===== src/wcfb_pkg.sv =====
`default_nettype none
package wcfb_pkg;

  localparam int MAX_BYTES = 32;
  localparam int ADDR_W    = $clog2(MAX_BYTES);
  localparam int CHIPS_W   = 64;

  typedef logic [CHIPS_W-1:0] chips_t;
  typedef logic [2:0]         part_t;
  typedef logic [1:0]         cfg_idx_t;

  // register indexes on the configuration port
  localparam cfg_idx_t REG_CODE_LOG2      = 2'd0;
  localparam cfg_idx_t REG_PREAMBLE_WORDS = 2'd1;
  localparam cfg_idx_t REG_PAYLOAD_BYTES  = 2'd2;

  // frame part codes
  localparam part_t PART_PREAMBLE = 3'd0;
  localparam part_t PART_SFD      = 3'd1;
  localparam part_t PART_CODE     = 3'd2;
  localparam part_t PART_LENGTH   = 3'd3;
  localparam part_t PART_PAYLOAD  = 3'd4;

  // chips 0 .. L/2-1 set, L = 2^k
  function automatic chips_t half_ones(logic [2:0] k);
    chips_t w;
    for (int j = 0; j < CHIPS_W; j++) begin
      w[j] = (j < ((1 << k) >> 1));
    end
    return w;
  endfunction

  // chip j is the parity of row AND j, only chips below L = 2^k
  function automatic chips_t walsh_row(logic [5:0] row, logic [2:0] k);
    chips_t w;
    logic [5:0] j6;
    for (int j = 0; j < CHIPS_W; j++) begin
      j6 = 6'(j);
      w[j] = (^(row & j6)) & (j < (1 << k));
    end
    return w;
  endfunction

endpackage
`default_nettype wire


===== src/wcfb_div.sv =====
`default_nettype none
// Restoring divider, one quotient bit per cycle; divisor is 1..6.
module wcfb_div (
  input  wire logic       clk,
  input  wire logic       rst,
  input  wire logic       start,
  input  wire logic [8:0] dividend,
  input  wire logic [2:0] divisor,
  output logic [8:0]      quotient,
  output logic            done
);
  import wcfb_pkg::*;

  logic [8:0] dvd;
  logic [2:0] rem;
  logic [2:0] dsr;
  logic [3:0] cnt;
  logic       running;
  logic [3:0] trial;
  logic       fits;

  assign trial    = {rem, dvd[8]};
  assign fits     = (trial >= {1'b0, dsr});
  assign quotient = dvd;

  always_ff @(posedge clk) begin
    if (rst) begin
      running <= 1'b0;
      done    <= 1'b0;
      cnt     <= '0;
    end else begin
      done <= 1'b0;
      if (start) begin
        running <= 1'b1;
        cnt     <= 4'd9;
      end else if (running) begin
        cnt <= cnt - 4'd1;
        if (cnt == 4'd1) begin
          running <= 1'b0;
          done    <= 1'b1;
        end
      end
    end
  end

  always_ff @(posedge clk) begin
    if (start) begin
      dvd <= dividend;
      rem <= '0;
      dsr <= divisor;
    end else if (running) begin
      if (fits) begin
        rem <= 3'(trial - {1'b0, dsr});
        dvd <= {dvd[7:0], 1'b1};
      end else begin
        rem <= trial[2:0];
        dvd <= {dvd[7:0], 1'b0};
      end
    end
  end

  assert property (@(posedge clk) disable iff (rst) done |-> !running)
    else $error("divider done while still running");
  assert property (@(posedge clk) disable iff (rst) start |=> running)
    else $error("divider did not start");
  assert property (@(posedge clk) disable iff (rst) running |-> (cnt != 4'd0))
    else $error("divider count underflow");

endmodule
`default_nettype wire


===== src/walsh_code_frame_builder.sv =====
`default_nettype none
// Walsh code frame builder.
// Command channel: an item is taken at a clock edge with start high and busy low.
// func = 0 stores data_byte as the next payload byte (up to 32 per frame); it
// finishes in that edge and busy stays low. func = 1 pulls the next codeword of
// the frame: busy stays high while it runs, and done pulses for one cycle as
// busy falls, with chips, frame_part and last valid in that cycle. The next
// item may be taken at the edge that takes the result. A pull runs the
// 9-step bit serial divider that forms the index count, then position,
// multiply, two byte-store reads and the output register.
// The receiver cannot stall: each result is shown for exactly one cycle.
// Configuration writes (cfg_we, cfg_index, cfg_data) take effect at once; the user
// must make them while the block is idle, and the block does not enforce this.
// Reset sets code_log2 = 2, preamble_words = 8, payload_bytes = 1 and
// empties the frame; the byte store holds no defined data until loaded.
// After the last word of a frame the position and byte count start over.
module walsh_code_frame_builder (
  input  wire logic              clk,
  input  wire logic              rst,
  input  wire logic              start,
  output logic                   busy,
  input  wire logic              func,
  input  wire logic [7:0]        data_byte,
  input  wire logic              cfg_we,
  input  wire wcfb_pkg::cfg_idx_t cfg_index,
  input  wire logic [7:0]        cfg_data,
  output logic                   done,
  output wcfb_pkg::chips_t       chips,
  output wcfb_pkg::part_t        frame_part,
  output logic                   last
);
  import wcfb_pkg::*;

  localparam logic [2:0] ST_IDLE = 3'd0;
  localparam logic [2:0] ST_DIV  = 3'd1;
  localparam logic [2:0] ST_POS  = 3'd2;
  localparam logic [2:0] ST_MUL  = 3'd3;
  localparam logic [2:0] ST_RD0  = 3'd4;
  localparam logic [2:0] ST_RD1  = 3'd5;
  localparam logic [2:0] ST_OUT  = 3'd6;

  logic [2:0]  state;
  logic [2:0]  code_log2;
  logic [7:0]  preamble_words;
  logic [5:0]  payload_bytes;
  logic [5:0]  bytes_loaded;
  logic [9:0]  word_position;
  logic [8:0]  index_total;

  logic [7:0]  byte_store [MAX_BYTES];
  logic [7:0]  rd_data;
  logic [7:0]  byte0;
  logic [ADDR_W-1:0] rd_addr;

  logic [9:0]  pos;
  logic        pos_last;
  logic [7:0]  start_bit;
  logic [2:0]  grp_len;

  logic [2:0]  k_eff;
  logic [5:0]  n_eff;
  logic [8:0]  payload_bits;
  logic [8:0]  dividend;
  logic        div_start;
  logic        div_done;
  logic [8:0]  div_q;

  logic [9:0]  total_words;
  logic [9:0]  last_pos;
  logic [9:0]  rel;
  logic [7:0]  m;
  logic [10:0] prod;
  logic [8:0]  bits_left;
  logic [15:0] window;
  logic [3:0]  sh;
  logic [15:0] shifted;
  logic [5:0]  grp_val;
  logic [1:0]  code_sel;
  logic [2:0]  len_sel;
  chips_t      half;
  chips_t      chips_next;
  part_t       part_next;

  always_comb begin
    if (code_log2 == 3'd0)      k_eff = 3'd1;
    else if (code_log2 == 3'd7) k_eff = 3'd6;
    else                        k_eff = code_log2;
    if (payload_bytes == 6'd0)                     n_eff = 6'd1;
    else if (payload_bytes > 6'(MAX_BYTES))        n_eff = 6'(MAX_BYTES);
    else                                           n_eff = payload_bytes;
  end

  assign payload_bits = {n_eff, 3'b000};
  assign dividend     = 9'(payload_bits + 9'(k_eff) - 9'd1);
  assign busy         = (state != ST_IDLE);
  assign div_start    = (state == ST_IDLE) && start && func;

  wcfb_div u_div (
    .clk      (clk),
    .rst      (rst),
    .start    (div_start),
    .dividend (dividend),
    .divisor  (k_eff),
    .quotient (div_q),
    .done     (div_done)
  );

  // position arithmetic
  assign total_words = 10'(preamble_words) + 10'd12 + 10'(index_total);
  assign last_pos    = total_words - 10'd1;
  assign rel         = pos - 10'(preamble_words);
  assign m           = 8'(rel - 10'd12);
  assign prod        = 11'(m) * 11'(k_eff);
  assign bits_left   = payload_bits - 9'(start_bit);
  assign rd_addr     = (state == ST_RD1) ? ADDR_W'(start_bit[7:3] + 5'd1)
                                         : start_bit[7:3];

  // payload group from the two bytes that hold it
  assign window  = {byte0, rd_data};
  assign sh      = 4'(5'd16 - 5'(start_bit[2:0]) - 5'(grp_len));
  assign shifted = window >> sh;
  assign grp_val = shifted[5:0] & 6'((7'd1 << grp_len) - 7'd1);
  assign half    = half_ones(k_eff);
  assign code_sel = 2'(rel - 10'd1);
  assign len_sel  = 3'(rel - 10'd4);

  always_comb begin
    if (pos < 10'(preamble_words)) begin
      part_next  = PART_PREAMBLE;
      chips_next = half;
    end else if (rel == 10'd0) begin
      part_next  = PART_SFD;
      chips_next = '0;
    end else if (rel < 10'd4) begin
      part_next  = PART_CODE;
      chips_next = k_eff[2'd2 - code_sel] ? half : '0;
    end else if (rel < 10'd12) begin
      part_next  = PART_LENGTH;
      chips_next = index_total[4'd7 - 4'(len_sel)] ? half : '0;
    end else begin
      part_next  = PART_PAYLOAD;
      chips_next = walsh_row(grp_val, k_eff);
    end
  end

  always_ff @(posedge clk) begin
    if (rst) begin
      state          <= ST_IDLE;
      code_log2      <= 3'd2;
      preamble_words <= 8'd8;
      payload_bytes  <= 6'd1;
      bytes_loaded   <= '0;
      word_position  <= '0;
      index_total    <= '0;
      done           <= 1'b0;
    end else begin
      done <= 1'b0;
      if (cfg_we) begin
        case (cfg_index)
          REG_CODE_LOG2:      code_log2      <= cfg_data[2:0];
          REG_PREAMBLE_WORDS: preamble_words <= cfg_data;
          REG_PAYLOAD_BYTES:  payload_bytes  <= cfg_data[5:0];
          default: ;
        endcase
      end
      case (state)
        ST_IDLE: begin
          if (start && !func && (bytes_loaded < 6'(MAX_BYTES))) begin
            bytes_loaded <= bytes_loaded + 6'd1;
          end
          if (start && func) begin
            state <= ST_DIV;
          end
        end
        ST_DIV: begin
          if (div_done) begin
            index_total <= div_q;
            state       <= ST_POS;
          end
        end
        ST_POS: state <= ST_MUL;
        ST_MUL: state <= ST_RD0;
        ST_RD0: state <= ST_RD1;
        ST_RD1: state <= ST_OUT;
        ST_OUT: begin
          done  <= 1'b1;
          state <= ST_IDLE;
          if (pos_last) begin
            word_position <= '0;
            bytes_loaded  <= '0;
          end else begin
            word_position <= pos + 10'd1;
          end
        end
        default: state <= ST_IDLE;
      endcase
    end
  end

  // datapath registers
  always_ff @(posedge clk) begin
    if (state == ST_POS) begin
      pos      <= (word_position > last_pos) ? last_pos : word_position;
      pos_last <= (word_position >= last_pos);
    end
    if (state == ST_MUL) begin
      start_bit <= prod[7:0];
    end
    if (state == ST_RD0) begin
      grp_len <= (bits_left < 9'(k_eff)) ? bits_left[2:0] : k_eff;
    end
    if (state == ST_RD1) begin
      byte0 <= rd_data;
    end
    if (state == ST_OUT) begin
      chips      <= chips_next;
      frame_part <= part_next;
      last       <= pos_last;
    end
  end

  // byte store
  always_ff @(posedge clk) begin
    if (state == ST_IDLE && start && !func && (bytes_loaded < 6'(MAX_BYTES))) begin
      byte_store[bytes_loaded[ADDR_W-1:0]] <= data_byte;
    end
    rd_data <= byte_store[rd_addr];
  end

  assert property (@(posedge clk) disable iff (rst) done |=> !done)
    else $error("result beat longer than one cycle");
  assert property (@(posedge clk) disable iff (rst) done |-> $past(state == ST_OUT))
    else $error("result beat without a finished pull");
  assert property (@(posedge clk) disable iff (rst)
    (done && last) |-> (word_position == 10'd0 && bytes_loaded == 6'd0))
    else $error("frame did not restart after last word");
  assert property (@(posedge clk) disable iff (rst) bytes_loaded <= 6'(MAX_BYTES))
    else $error("byte count beyond store depth");

endmodule
`default_nettype wire


===== config.mk =====
export PLATFORM = sky130hd
export DESIGN_NAME = walsh_code_frame_builder
export DESIGN_NICKNAME = d
export VERILOG_FILES = /design/src/wcfb_pkg.sv /design/src/wcfb_div.sv /design/src/walsh_code_frame_builder.sv
export SDC_FILE = /design/constraint.sdc
export NUM_CORES = 1
export LEC_CHECK = 0
export ABC_AREA = 0
export BUFFER_PORTS_ARGS = -buffer_cell sky130_fd_sc_hd__buf_2
export CAP_MARGIN = 0
export CORE_MARGIN = 2
export CORE_UTILIZATION = 45
export DETAILED_ROUTE_END_ITERATION = 8
export SETUP_SLACK_MARGIN = 0.1
export SLEW_MARGIN = 10
export SYNTH_ARGS = -nofsm -noshare
export SYNTH_HDL_FRONTEND = slang
export SYNTH_SLANG_ARGS = --single-unit
export TNS_END_PERCENT = 10

===== constraint.sdc =====
create_clock -name clk -period 9.4 [get_ports clk]
set_input_delay 0 -clock clk [delete_from_list [all_inputs] [get_ports clk]]
set_output_delay 0 -clock clk [all_outputs]
set_load 0.005 [all_outputs]

**Word-level counts from Yosys, hierarchy flattened**

Memories as Yosys holds them, arrays and structs flattened. A register that Yosys moved wholly into a read port is not among the register bits.
Index checks and enable logic that the tools add are counted.

- Flip-flop bits (word level): 165
- RAM bits: 256
- Memories: 1

- $add $sub $neg: 20
- Multipliers: 1
- Magnitude comparators: 138
- Equality and inequality tests: 14
- Shifts and indexed selects: 3
- Mux-type cells: 40
- Bitwise gates (word level): 65
- Reductions and logical operators: 89

Memory list:

| name | depth | width | rd ports | clocked after memory_dff | wr ports | line | text |
|---|---|---|---|---|---|---|---|
| byte_store | 32 | 8 | 1 | 1 | 1 | walsh_code_frame_builder.sv:50 | `logic [7:0] byte_store [MAX_BYTES];` |

Operator list:

| operator | number |
|---|---|
| < comparator 7 x 32 -> 1 bit (first input constant) | 32 |
| < comparator 6 x 31 -> 1 bit (first input constant) | 32 |
| < comparator 6 x 32 -> 1 bit (first input constant) | 16 |
| < comparator 5 x 31 -> 1 bit (first input constant) | 16 |
| 2-to-1 mux 64 bit | 6 |
| XOR reduction 6 bit | 63 |
| < comparator 5 x 32 -> 1 bit (first input constant) | 8 |
| < comparator 4 x 31 -> 1 bit (first input constant) | 8 |
| < comparator 4 x 32 -> 1 bit (first input constant) | 4 |
| < comparator 3 x 31 -> 1 bit (first input constant) | 4 |
| < comparator 3 x 32 -> 1 bit (first input constant) | 2 |
| AND 1 bit | 63 |
| < comparator 1 x 31 -> 1 bit (first input constant) | 2 |
| < comparator 2 x 31 -> 1 bit (first input constant) | 2 |
| < comparator 2 x 32 -> 1 bit (first input constant) | 1 |
| << shifter 1 x 3 -> 32 bit (first input constant) | 1 |
| 2-to-1 mux 6 bit | 4 |
| 2-to-1 mux 3 bit | 7 |
| 2-to-1 mux 10 bit | 2 |
| 2-to-1 mux 9 bit | 2 |
| one-hot mux 3 bit (6 select lines) | 1 |
| >> shifter 16 x 4 -> 6 bit | 1 |
| == test 3 bit (second input constant) | 4 |
| one-hot mux 6 bit (2 select lines) | 1 |
| 60 further kinds | 88 |

**Longest topological paths before layout**

Gate-level depths: netlist of run 1.

- Depth in word-level cells: 10
- Mapped depth: 21
- Gate-level depth less buffers: 20

**Modules after synthesis**

Synthesis of run 1 repeated with hierarchy kept, for this count alone.

- Cell total of the unflattened synthesis: 1,489
- Area, all modules: 20,806.2 um^2

Modules (own cells, without submodules):

| module | instances | cells an instance | area each (um^2) | sequential area each (um^2) |
|---|---|---|---|---|
| walsh_code_frame_builder | 1 | 1,405 | 19,782.7 | 11,711.2 |
| wcfb_div | 1 | 84 | 1,023.5 | 540.5 |

**Worst setup path after synthesis of run 1**

OpenSTA, ideal clock, no wires.

- Kind: reg2reg
- Start: reg pos[0]
- End: reg start_bit[7], data pin
- Library setup time: 0.268 ns
- Arrival time: 3.836 ns
- Data required time: 9.132 ns
- Setup slack: 5.296 ns
- Stages on the path, launching flop included: 18
- Buffers on the path: 0
- Cells stage by stage: edfxtp_1 -> inv_1 -> ha_1 -> fa_1 -> nand2b_1 -> a21oi_1 -> xor2_1 -> xnor2_1 -> nand2_1 -> fa_1 -> inv_1 -> ha_1 -> a21oi_1 -> o21bai_1 -> a21oi_1 -> xnor2_1 -> xnor2_1 -> xnor3_1

- Cells in the longest elaborated chain, start to end: 3

RTL lines:

| element | line | text |
|---|---|---|
| from (decl) | walsh_code_frame_builder.sv:55 | `logic [9:0] pos;` |
| from (signal assigned) | walsh_code_frame_builder.sv:203 | `pos <= (word_position > last_pos) ? last_pos : word_position;` |
| subtractor 10 x 8 -> 10 bit | walsh_code_frame_builder.sv:111 | `assign rel = pos - 10'(preamble_words);` |
| subtractor 8 x 4 -> 8 bit | walsh_code_frame_builder.sv:112 | `assign m = 8'(rel - 10'd12);` |
| multiplier 8 x 3 -> 8 bit | walsh_code_frame_builder.sv:113 | `assign prod = 11'(m) * 11'(k_eff);` |
| via prod[7] | walsh_code_frame_builder.sv:72 | `logic [10:0] prod;` |
| to (signal assigned) | walsh_code_frame_builder.sv:207 | `start_bit <= prod[7:0];` |
| to (decl) | walsh_code_frame_builder.sv:57 | `logic [7:0] start_bit;` |

The timed path passes the listed nets, and every way through them passes these cells.
A chain may end at the register's enable or synchronous reset.

**Final worst setup path of run 1**

- Start: reg preamble_words[1]
- End: reg pos[1], data pin

- Cells in the longest elaborated chain, start to end: 5

RTL lines:

| element | line | text |
|---|---|---|
| from (decl) | walsh_code_frame_builder.sv:44 | `logic [7:0] preamble_words;` |
| from (signal assigned) | walsh_code_frame_builder.sv:161 | `REG_PREAMBLE_WORDS: preamble_words <= cfg_data;` |
| adder 8 x 4 -> 9 bit * | walsh_code_frame_builder.sv:109 | `assign total_words = 10'(preamble_words) + 10'd12 + 10'(index_total);` |
| adder 9 x 9 -> 10 bit * | walsh_code_frame_builder.sv:109 |  |
| subtractor 10 x 1 -> 10 bit * | walsh_code_frame_builder.sv:110 | `assign last_pos = total_words - 10'd1;` |
| greater-than comparator 10 bit | walsh_code_frame_builder.sv:203 |  |
| 2-to-1 mux 10 bit * | walsh_code_frame_builder.sv:203 |  |

Every way passes the cells marked *; elsewhere a longest branch is shown, timed or not.

==> impl_metrics.py, run 1 <==
metrics = {
    "clock_tree": {
        "cts-buffers-inserted": 46,
        "clock_latency_ns": 0.61,
        "cts.sink_count": 429,
        "post_cts_resized": 0,
        "cts_tree": "yes",
        "clk_pin_slew_ns": 0.06,
        "post_cts.repair.setup_buffers": 0,
        "post_cts_hold_buffer_count": 25,
        "clk_root_buffer_cell": "sky130_fd_sc_hd__clkbuf_16",
        "cts-htree-levels": 2,
        "clockBufferDepth": 3,
    },
    "synthesis": {
        "sequential_area_share_after_synthesis_pct": 58.4,
        "postSynthCellCount": 1634,
        "netlist_top_cells_area": "sky130_fd_sc_hd__edfxtp_1 (52%), sky130_fd_sc_hd__mux4_2 (8.1%), sky130_fd_sc_hd__dfxtp_1 (6.0%)",
        "ys.flop_type": "sky130_fd_sc_hd__edfxtp_1",
        "synthDistinctLibCells": 86,
        "synth_area_leader_cell": "sky130_fd_sc_hd__edfxtp_1",
        "synth.cell_area_sq_um": 21000,
        "synthArstFlopShare_pct": 0,
        "postSynthNetCount": 1739,
        "count_of_state_elements_after_synthesis": 429,
        "number_of_enable_type_register_cells_in_the_synthesized_netlist": 366,
        "yosys_warnings": 0,
        "post-synth-top-area-fraction_pct": 52.4,
        "synth_area_per_cell_sq_um": 12.8,
    },
    "die": {
        "top_level_ports": 93,
        "core-area_sq_um": 46300,
        "full_die_area_sq_um": 48300,
        "die_height_microns": 220,
        "std_cell_rows": 79,
        "die_width_microns": 220,
        "initial_core_util_pct": 45.3,
    },
    "setup_path": {
        "crit_path_top_delay_cell": "sky130_fd_sc_hd__nor2b_1",
        "worst-setup-path-type": "reg2reg",
        "worstPathRequired_ns": 9.74,
        "crit_path_max_fanout": 13,
        "worstReg2RegStart": "preamble_words[1]",
        "crit_path_cell_trace": "inv_1 -> ha_1 -> inv_1 -> ha_1 -> inv_1 -> fa_1 -> nor2b_1 -> o21ai_0 -> a21boi_0 -> o21ai_0 -> a21boi_0 -> o21a_1 -> nor2_1 -> ha_1 -> nand4_1 -> nor3_1 -> a2111oi_0 -> nor2b_1 -> mux2_2",
        "worst_ep_arrival_time_ns": 4.96,
        "cp-startpoint": "preamble_words[1]",
        "worst_path_largest_cell_delay_ns": 0.89,
        "timing.critical_path.to_type": "flip-flop",
        "worstSetupStartpointType": "flip-flop",
    },
    "timing": {
        "relSlewSlack_pct": 24.2,
        "worst_clock_skew_ns": 0.0242,
        "tns_ns": 0,
        "maxClockFrequency_ghz": 0.216,
        "hold_viol_final": 0,
        "setup_viol_count_final": 0,
        "fin_crit_ns": 4.62,
        "finalCritPeriodShare_pct": 49.2,
        "setup_repair_after_global_routing_missed_its_margin": "no",
        "timing_max_transition_violations_final": 0,
        "worst_slew_pin_slew_ns": 1.13,
    },
    "pwr": {
        "net-switching-power_uw": 919,
        "power.ir.vdd_worst_v": 0.000157,
        "internal_power_uw": 3290,
        "comb_power_share_pct": 5.2,
        "share_clk_of_total_power_pct": 45.0,
        "power_leakage_uw": 0.00865,
        "power_per_cell_area_nw_per_um2": 176,
        "pwr-share-seq_pct": 49.8,
        "netSwitchingFraction_pct": 21.8,
    },
    "drt": {
        "detailedRoute.firstIterationViolations": 919,
        "drc_errors": 0,
        "vias_per_cell": 5.58,
        "route.vias.total": 13324,
        "avgRoutedWirePerCell_microns": 20.4,
        "routed_wl_microns": 48600,
        "firstDrtPassIters": 6,
        "drt.antenna.violating_nets": 0,
    },
    "final_layout": {
        "synthToLayoutAreaGrowth_pct": 14.0,
        "regArea_sq_um": 12300,
        "post_layout_nonfiller_instances": 2387,
        "antenna_cells": 0,
        "share_of_post_route_cells_with_drive_strength_above_1_pct": 16.9,
        "nFillCells": 3963,
        "nNetsFinal": 1847,
        "multi_input_comb_area_sq_um": 8120,
        "layout.core_utilization_pct": 51.7,
    },
    "outcome": {
        "status": "complete, no violations",
    },
    "job": {
        "cap_violations": 0,
    },
    "global_route": {
        "gr-total-overflow": 0,
        "number_of_global_route_vias_before_repair": 13081,
        "gr-usage-all-layers_pct": 20.3,
        "wire_length_of_the_first_global_routing_pass_microns": 74500,
        "grt_antenna_before_repair": 0,
        "grt_start_max_net_pins": 71,
    },
    "placed_design": {
        "placed_cells_incl_taps": 2276,
        "dp_hpwl_microns": 32200,
        "place_congestion": 0.850,
        "io_buffers": 92,
    },
    "hold_path": {
        "hold_path_class": "in2reg",
        "hold_path_startpoint": "rst",
    },
}
placed cells by master, fill, tap and decap left out, drive strengths merged, types with 39 or more instances in the layout:
cell,instances
mux2i,39
edfxtp,366
xnor2,56
buf,110
o21ai,82
mux4,75
ha,72
dfxtp,63
xor2,41
clkbuf,63
nand2,190
nor2,150
a21oi,89
inv,82
cell families (layout without fill, tap and decap cells):
logic type	Yosys count	in the layout	share of synthesized area, %
AOI/OAI and AO/OA	283	283	8.72
and+or+nand+nor	463	463	9.72
DFF	429	429	58.4
xor gates and xnor gates	99	99	4.54
muxes	120	120	10.2
buffers and inverters	158	304	3.11
adders and majority gates	82	82	5.25
power by group through the flow:
stage | combinational (uW) | clock, uW | sequential (uW)
after floorplan | 145 | 0 | 2130
after global placement | 205 | 0 | 2140
after detailed placement | 210 | 0 | 2140
after CTS | 220 | 1940 | 2100
after global routing | 245 | 2000 | 2100
final | 220 | 1890 | 2100
synth_stat cells (50+ instances only):
master                     number
sky130_fd_sc_hd__a21oi_1       88
sky130_fd_sc_hd__clkbuf_1      50
sky130_fd_sc_hd__dfxtp_1       63
sky130_fd_sc_hd__edfxtp_1     366
sky130_fd_sc_hd__ha_1          72
sky130_fd_sc_hd__inv_1         82
sky130_fd_sc_hd__mux4_2        75
sky130_fd_sc_hd__nand2_1      190
sky130_fd_sc_hd__nor2_1       150
sky130_fd_sc_hd__o21ai_0       73
sky130_fd_sc_hd__xnor2_1       52
worst max-delay path: cells and delay by family, from the launching register on:
kind                     cells  cell delay, ns
AND/OR/NAND/NOR              5            1.39
adder cells (fa/ha/maj)      4            1.13
AO/OA/AOI/OAI                6            0.85
multiplexers                 1            0.42
flip-flops                   1            0.38
buffers and inverters        3            0.20
state kept, by name, indices dropped and copies added, names as in the netlist, 4 cells and up:
signal	cells
start_bit	8
rd_data	8
bytes_loaded	6
preamble_words	8
u_div.quotient	9
chips	64
u_div.cnt	4
byte0	8
payload_bytes	6
byte_store	256
word_position	10
pos	10
index_total	9
path summary, 6_finish.rpt:
path | cells past startpoint | endpoint | slack, ns
worst min-delay path | 2 | state[2] | 0.03
worst max register to register | 19 | pos[1] | 4.78
worst min register to register | 0 | byte0[0] | 0.45
worst max-delay path | 19 | pos[1] | 4.78
final cells by class:
type,count,area share (%)
clock inverters,23,1.16
repair buffers,135,3.54
multi-input cells,1047,34.0
inverters,83,1.30
well taps,607,3.18
flip-flops and latches,429,51.2
clock buffers,63,5.64
metal layers:
metal	routed length, microns	track usage, %
met1	19700	24.8
met2	25600	36.6
met3	1900	2.77
met4	1460	7.58
met5	0	0
metrics by stage:
| stage | hold WS, ns | total power (uW) | cell area (sq um) | worst slack, ns |
|---|---|---|---|---|
| 2_1_floorplan | 0.0898 | 2280 | 21000 | 5.30 |
| 3_3_place_gp | 0.241 | 2340 | 22000 | 4.90 |
| 3_5_place_dp | 0.261 | 2350 | 22000 | 4.81 |
| 4_1_cts | 0.00766 | 4250 | 23900 | 4.79 |
| 5_1_grt | 0.0628 | 4350 | 23900 | 4.28 |
| 6_report | 0.0317 | 4210 | 23900 | 4.78 |
Note: power is estimated with default switching activity, not from simulation.
==> run 2, diff against run 1 <==
Clock period 9.4 ns to 4.4 ns, I/O delays scaled along.
==> run 2 against run 1 <==
Power is 110% higher. Global-route usage fell by 0.35 points. Critical path depth shrank 2. Combinational power up 120%. Setup slack worse by 4.6 ns. Largest cell class unchanged.
==> impl_metrics.py, run 2 (synthesis gave the netlist of run 1 again) <==
metrics = {
    "outcome": {
        "status": "complete, no violations",
    },
    "job": {
        "cap_violations": 0,
    },
    "final_layout": {
        "highest_count_cells_in_the_layout_ignoring_fill_and_taps": "sky130_fd_sc_hd__edfxtp_1 (366), sky130_fd_sc_hd__nand2_1 (190), sky130_fd_sc_hd__nor2_1 (150)",
        "nNetsFinal": 1874,
        "share_of_post_route_cells_with_drive_strength_above_1_pct": 18.4,
        "final_common_cell": "sky130_fd_sc_hd__edfxtp_1",
        "nFillCells": 3973,
        "largest_register_ff_count": 256,
        "antenna_cells": 0,
        "synthToLayoutAreaGrowth_pct": 14.9,
    },
    "global_route": {
        "gr-total-overflow": 0,
        "grtUsageMet3_pct": 2.65,
        "wire_length_of_the_first_global_routing_pass_microns": 74200,
        "grt_antenna_before_repair": 0,
        "grt_start_max_net_pins": 68,
        "number_of_global_route_vias_before_repair": 13077,
        "grt_util_met2_pct": 35.7,
        "global_route_hottest_layer": "met2",
        "grt_met1_usage_pct": 25.6,
        "gr-usage-all-layers_pct": 20.0,
    },
    "timing": {
        "hold_viol_final": 0,
        "finalCritPeriodShare_pct": 96.0,
        "worst_slew_pin_slew_ns": 0.942,
        "setup_slack_ns": 0.176,
        "setup_repair_after_global_routing_missed_its_margin": "yes",
        "setup_viol_count_final": 0,
        "relSlewSlack_pct": 37.2,
        "fin_crit_ns": 4.22,
        "worst_clock_skew_ns": 0.0281,
        "tns_ns": 0,
        "maxClockFrequency_ghz": 0.237,
        "timing_max_transition_violations_final": 0,
    },
    "setup_path": {
        "path_buf_inv": 2,
        "crit_path_max_fanout": 4,
        "worst_ep_arrival_time_ns": 4.57,
        "worstPathRequired_ns": 4.74,
        "worst-setup-path-type": "reg2reg",
        "kind_of_cell_adding_the_most_delay_to_the_critical_path": "adder cells",
        "crit_path_top_delay_cell": "sky130_fd_sc_hd__fa_1",
        "worst_path_largest_cell_delay_ns": 0.50,
        "crit_path_cell_trace": "inv_1 -> ha_1 -> fa_1 -> nand2b_1 -> a21oi_2 -> xor2_2 -> xnor2_1 -> nand2_1 -> fa_1 -> inv_1 -> ha_1 -> a21oi_2 -> o21bai_1 -> a21oi_1 -> xnor2_1 -> xnor2_1 -> xnor3_1",
        "timing.critical_path.to_type": "flip-flop",
        "reg2reg_depth": 17,
        "crit_cells": 17,
        "cp_common_cell": "sky130_fd_sc_hd__xnor2_1",
        "worstSetupStartpointType": "flip-flop",
    },
    "clock_tree": {
        "cts_tree": "yes",
        "clk_root_buffer_cell": "sky130_fd_sc_hd__clkbuf_16",
        "cts.sink_count": 429,
        "cts-buffers-inserted": 45,
        "cts-htree-levels": 2,
        "clk_pin_slew_ns": 0.06,
        "clockBufferDepth": 3,
        "clock_latency_ns": 0.60,
    },
    "drt": {
        "firstDrtPassIters": 6,
        "drt.antenna.violating_nets": 0,
        "detailedRoute.firstIterationViolations": 880,
        "route.vias.total": 13284,
        "vias_per_cell": 5.51,
        "drc_errors": 0,
        "routed_wl_microns": 47900,
        "avgRoutedWirePerCell_microns": 19.9,
    },
    "pwr": {
        "power.ir.vdd_worst_v": 0.000348,
        "power_leakage_uw": 0.00873,
        "power_per_cell_area_nw_per_um2": 361,
    },
    "die": {
        "top_level_ports": 93,
        "die_width_microns": 220,
        "std_cell_rows": 79,
        "full_die_area_sq_um": 48300,
        "die_height_microns": 220,
        "core-area_sq_um": 46300,
        "initial_core_util_pct": 45.3,
    },
    "placed_design": {
        "dp_hpwl_microns": 32400,
        "place_worst_setup_slack_ns": 0.128,
        "place_congestion": 0.886,
        "io_buffers": 92,
    },
    "hold_path": {
        "hold_path_depth": 2,
        "hold_path_class": "in2reg",
    },
}
## run 2: cell count changes in the layout (fill, tap and decap cells not counted), moves of 4 or more
| cell | change |
|---|---|
| sky130_fd_sc_hd__buf_4 | +27 |
| sky130_fd_sc_hd__clkbuf_8 | -7 |
| sky130_fd_sc_hd__clkbuf_16 | -4 |
| sky130_fd_sc_hd__clkinv_1 | +6 |
## run 2: metal layers
metal	wire, microns	share of wire (%)
met1	19900	42
met3	1980	4.1
met4	973	2.0
met2	25100	52
met5	0	0
## run 2: layout make-up
type                            instances  area [sq um]  area share [%]
Tap cell                              607           759            3.15
Timing Repair Buffer                  163          1070            4.44
Clock inverter                         29           294            1.22
Inverter                               83           312            1.29
Sequential cell                       429         12300            50.9
Clock buffer                           53          1160            4.80
Multi-Input combinational cell       1047          8250            34.2
## run 2: metrics by stage
step / std cells / hold slack (ns) / util [%] / instance area [sq um] / total power, uW
global route: 2411 / 0.0459 / 52.1 / 24100 / 8980
CTS: 2408 / 0.0101 / 51.8 / 23900 / 8760
finish: 2411 / 0.0313 / 52.1 / 24100 / 8700
floorplan: 1634 / 0.0898 / - / 21000 / 4870
detailed placement: 2301 / 0.240 / 48.1 / 22200 / 5020
global placement: 2301 / 0.236 / 48.1 / 22200 / 5010
## run 2: timing repair
item                                    in CTS  in global routing
endpoints found under the setup margin       0                 30
hold buffers                                25                  0
setup buffers                                0                  3
hold endpoints to repair                   275                  0
resized for setup                            0                 19
## run 2: worst paths after layout
check / slack (ns) / startpoint / end
max: 0.18 / pos[0] / start_bit[7]
min: 0.03 / rst / payload_bytes[1]
max reg2reg: 0.18 / pos[0] / start_bit[7]
min reg2reg: 0.45 / rd_data[0] / byte0[0]
## run 2: power breakdown
part | switching (uW) | internal (uW)
Sequential | 29.9 | 4450
Clock | 1640 | 2090
Combinational | 297 | 189
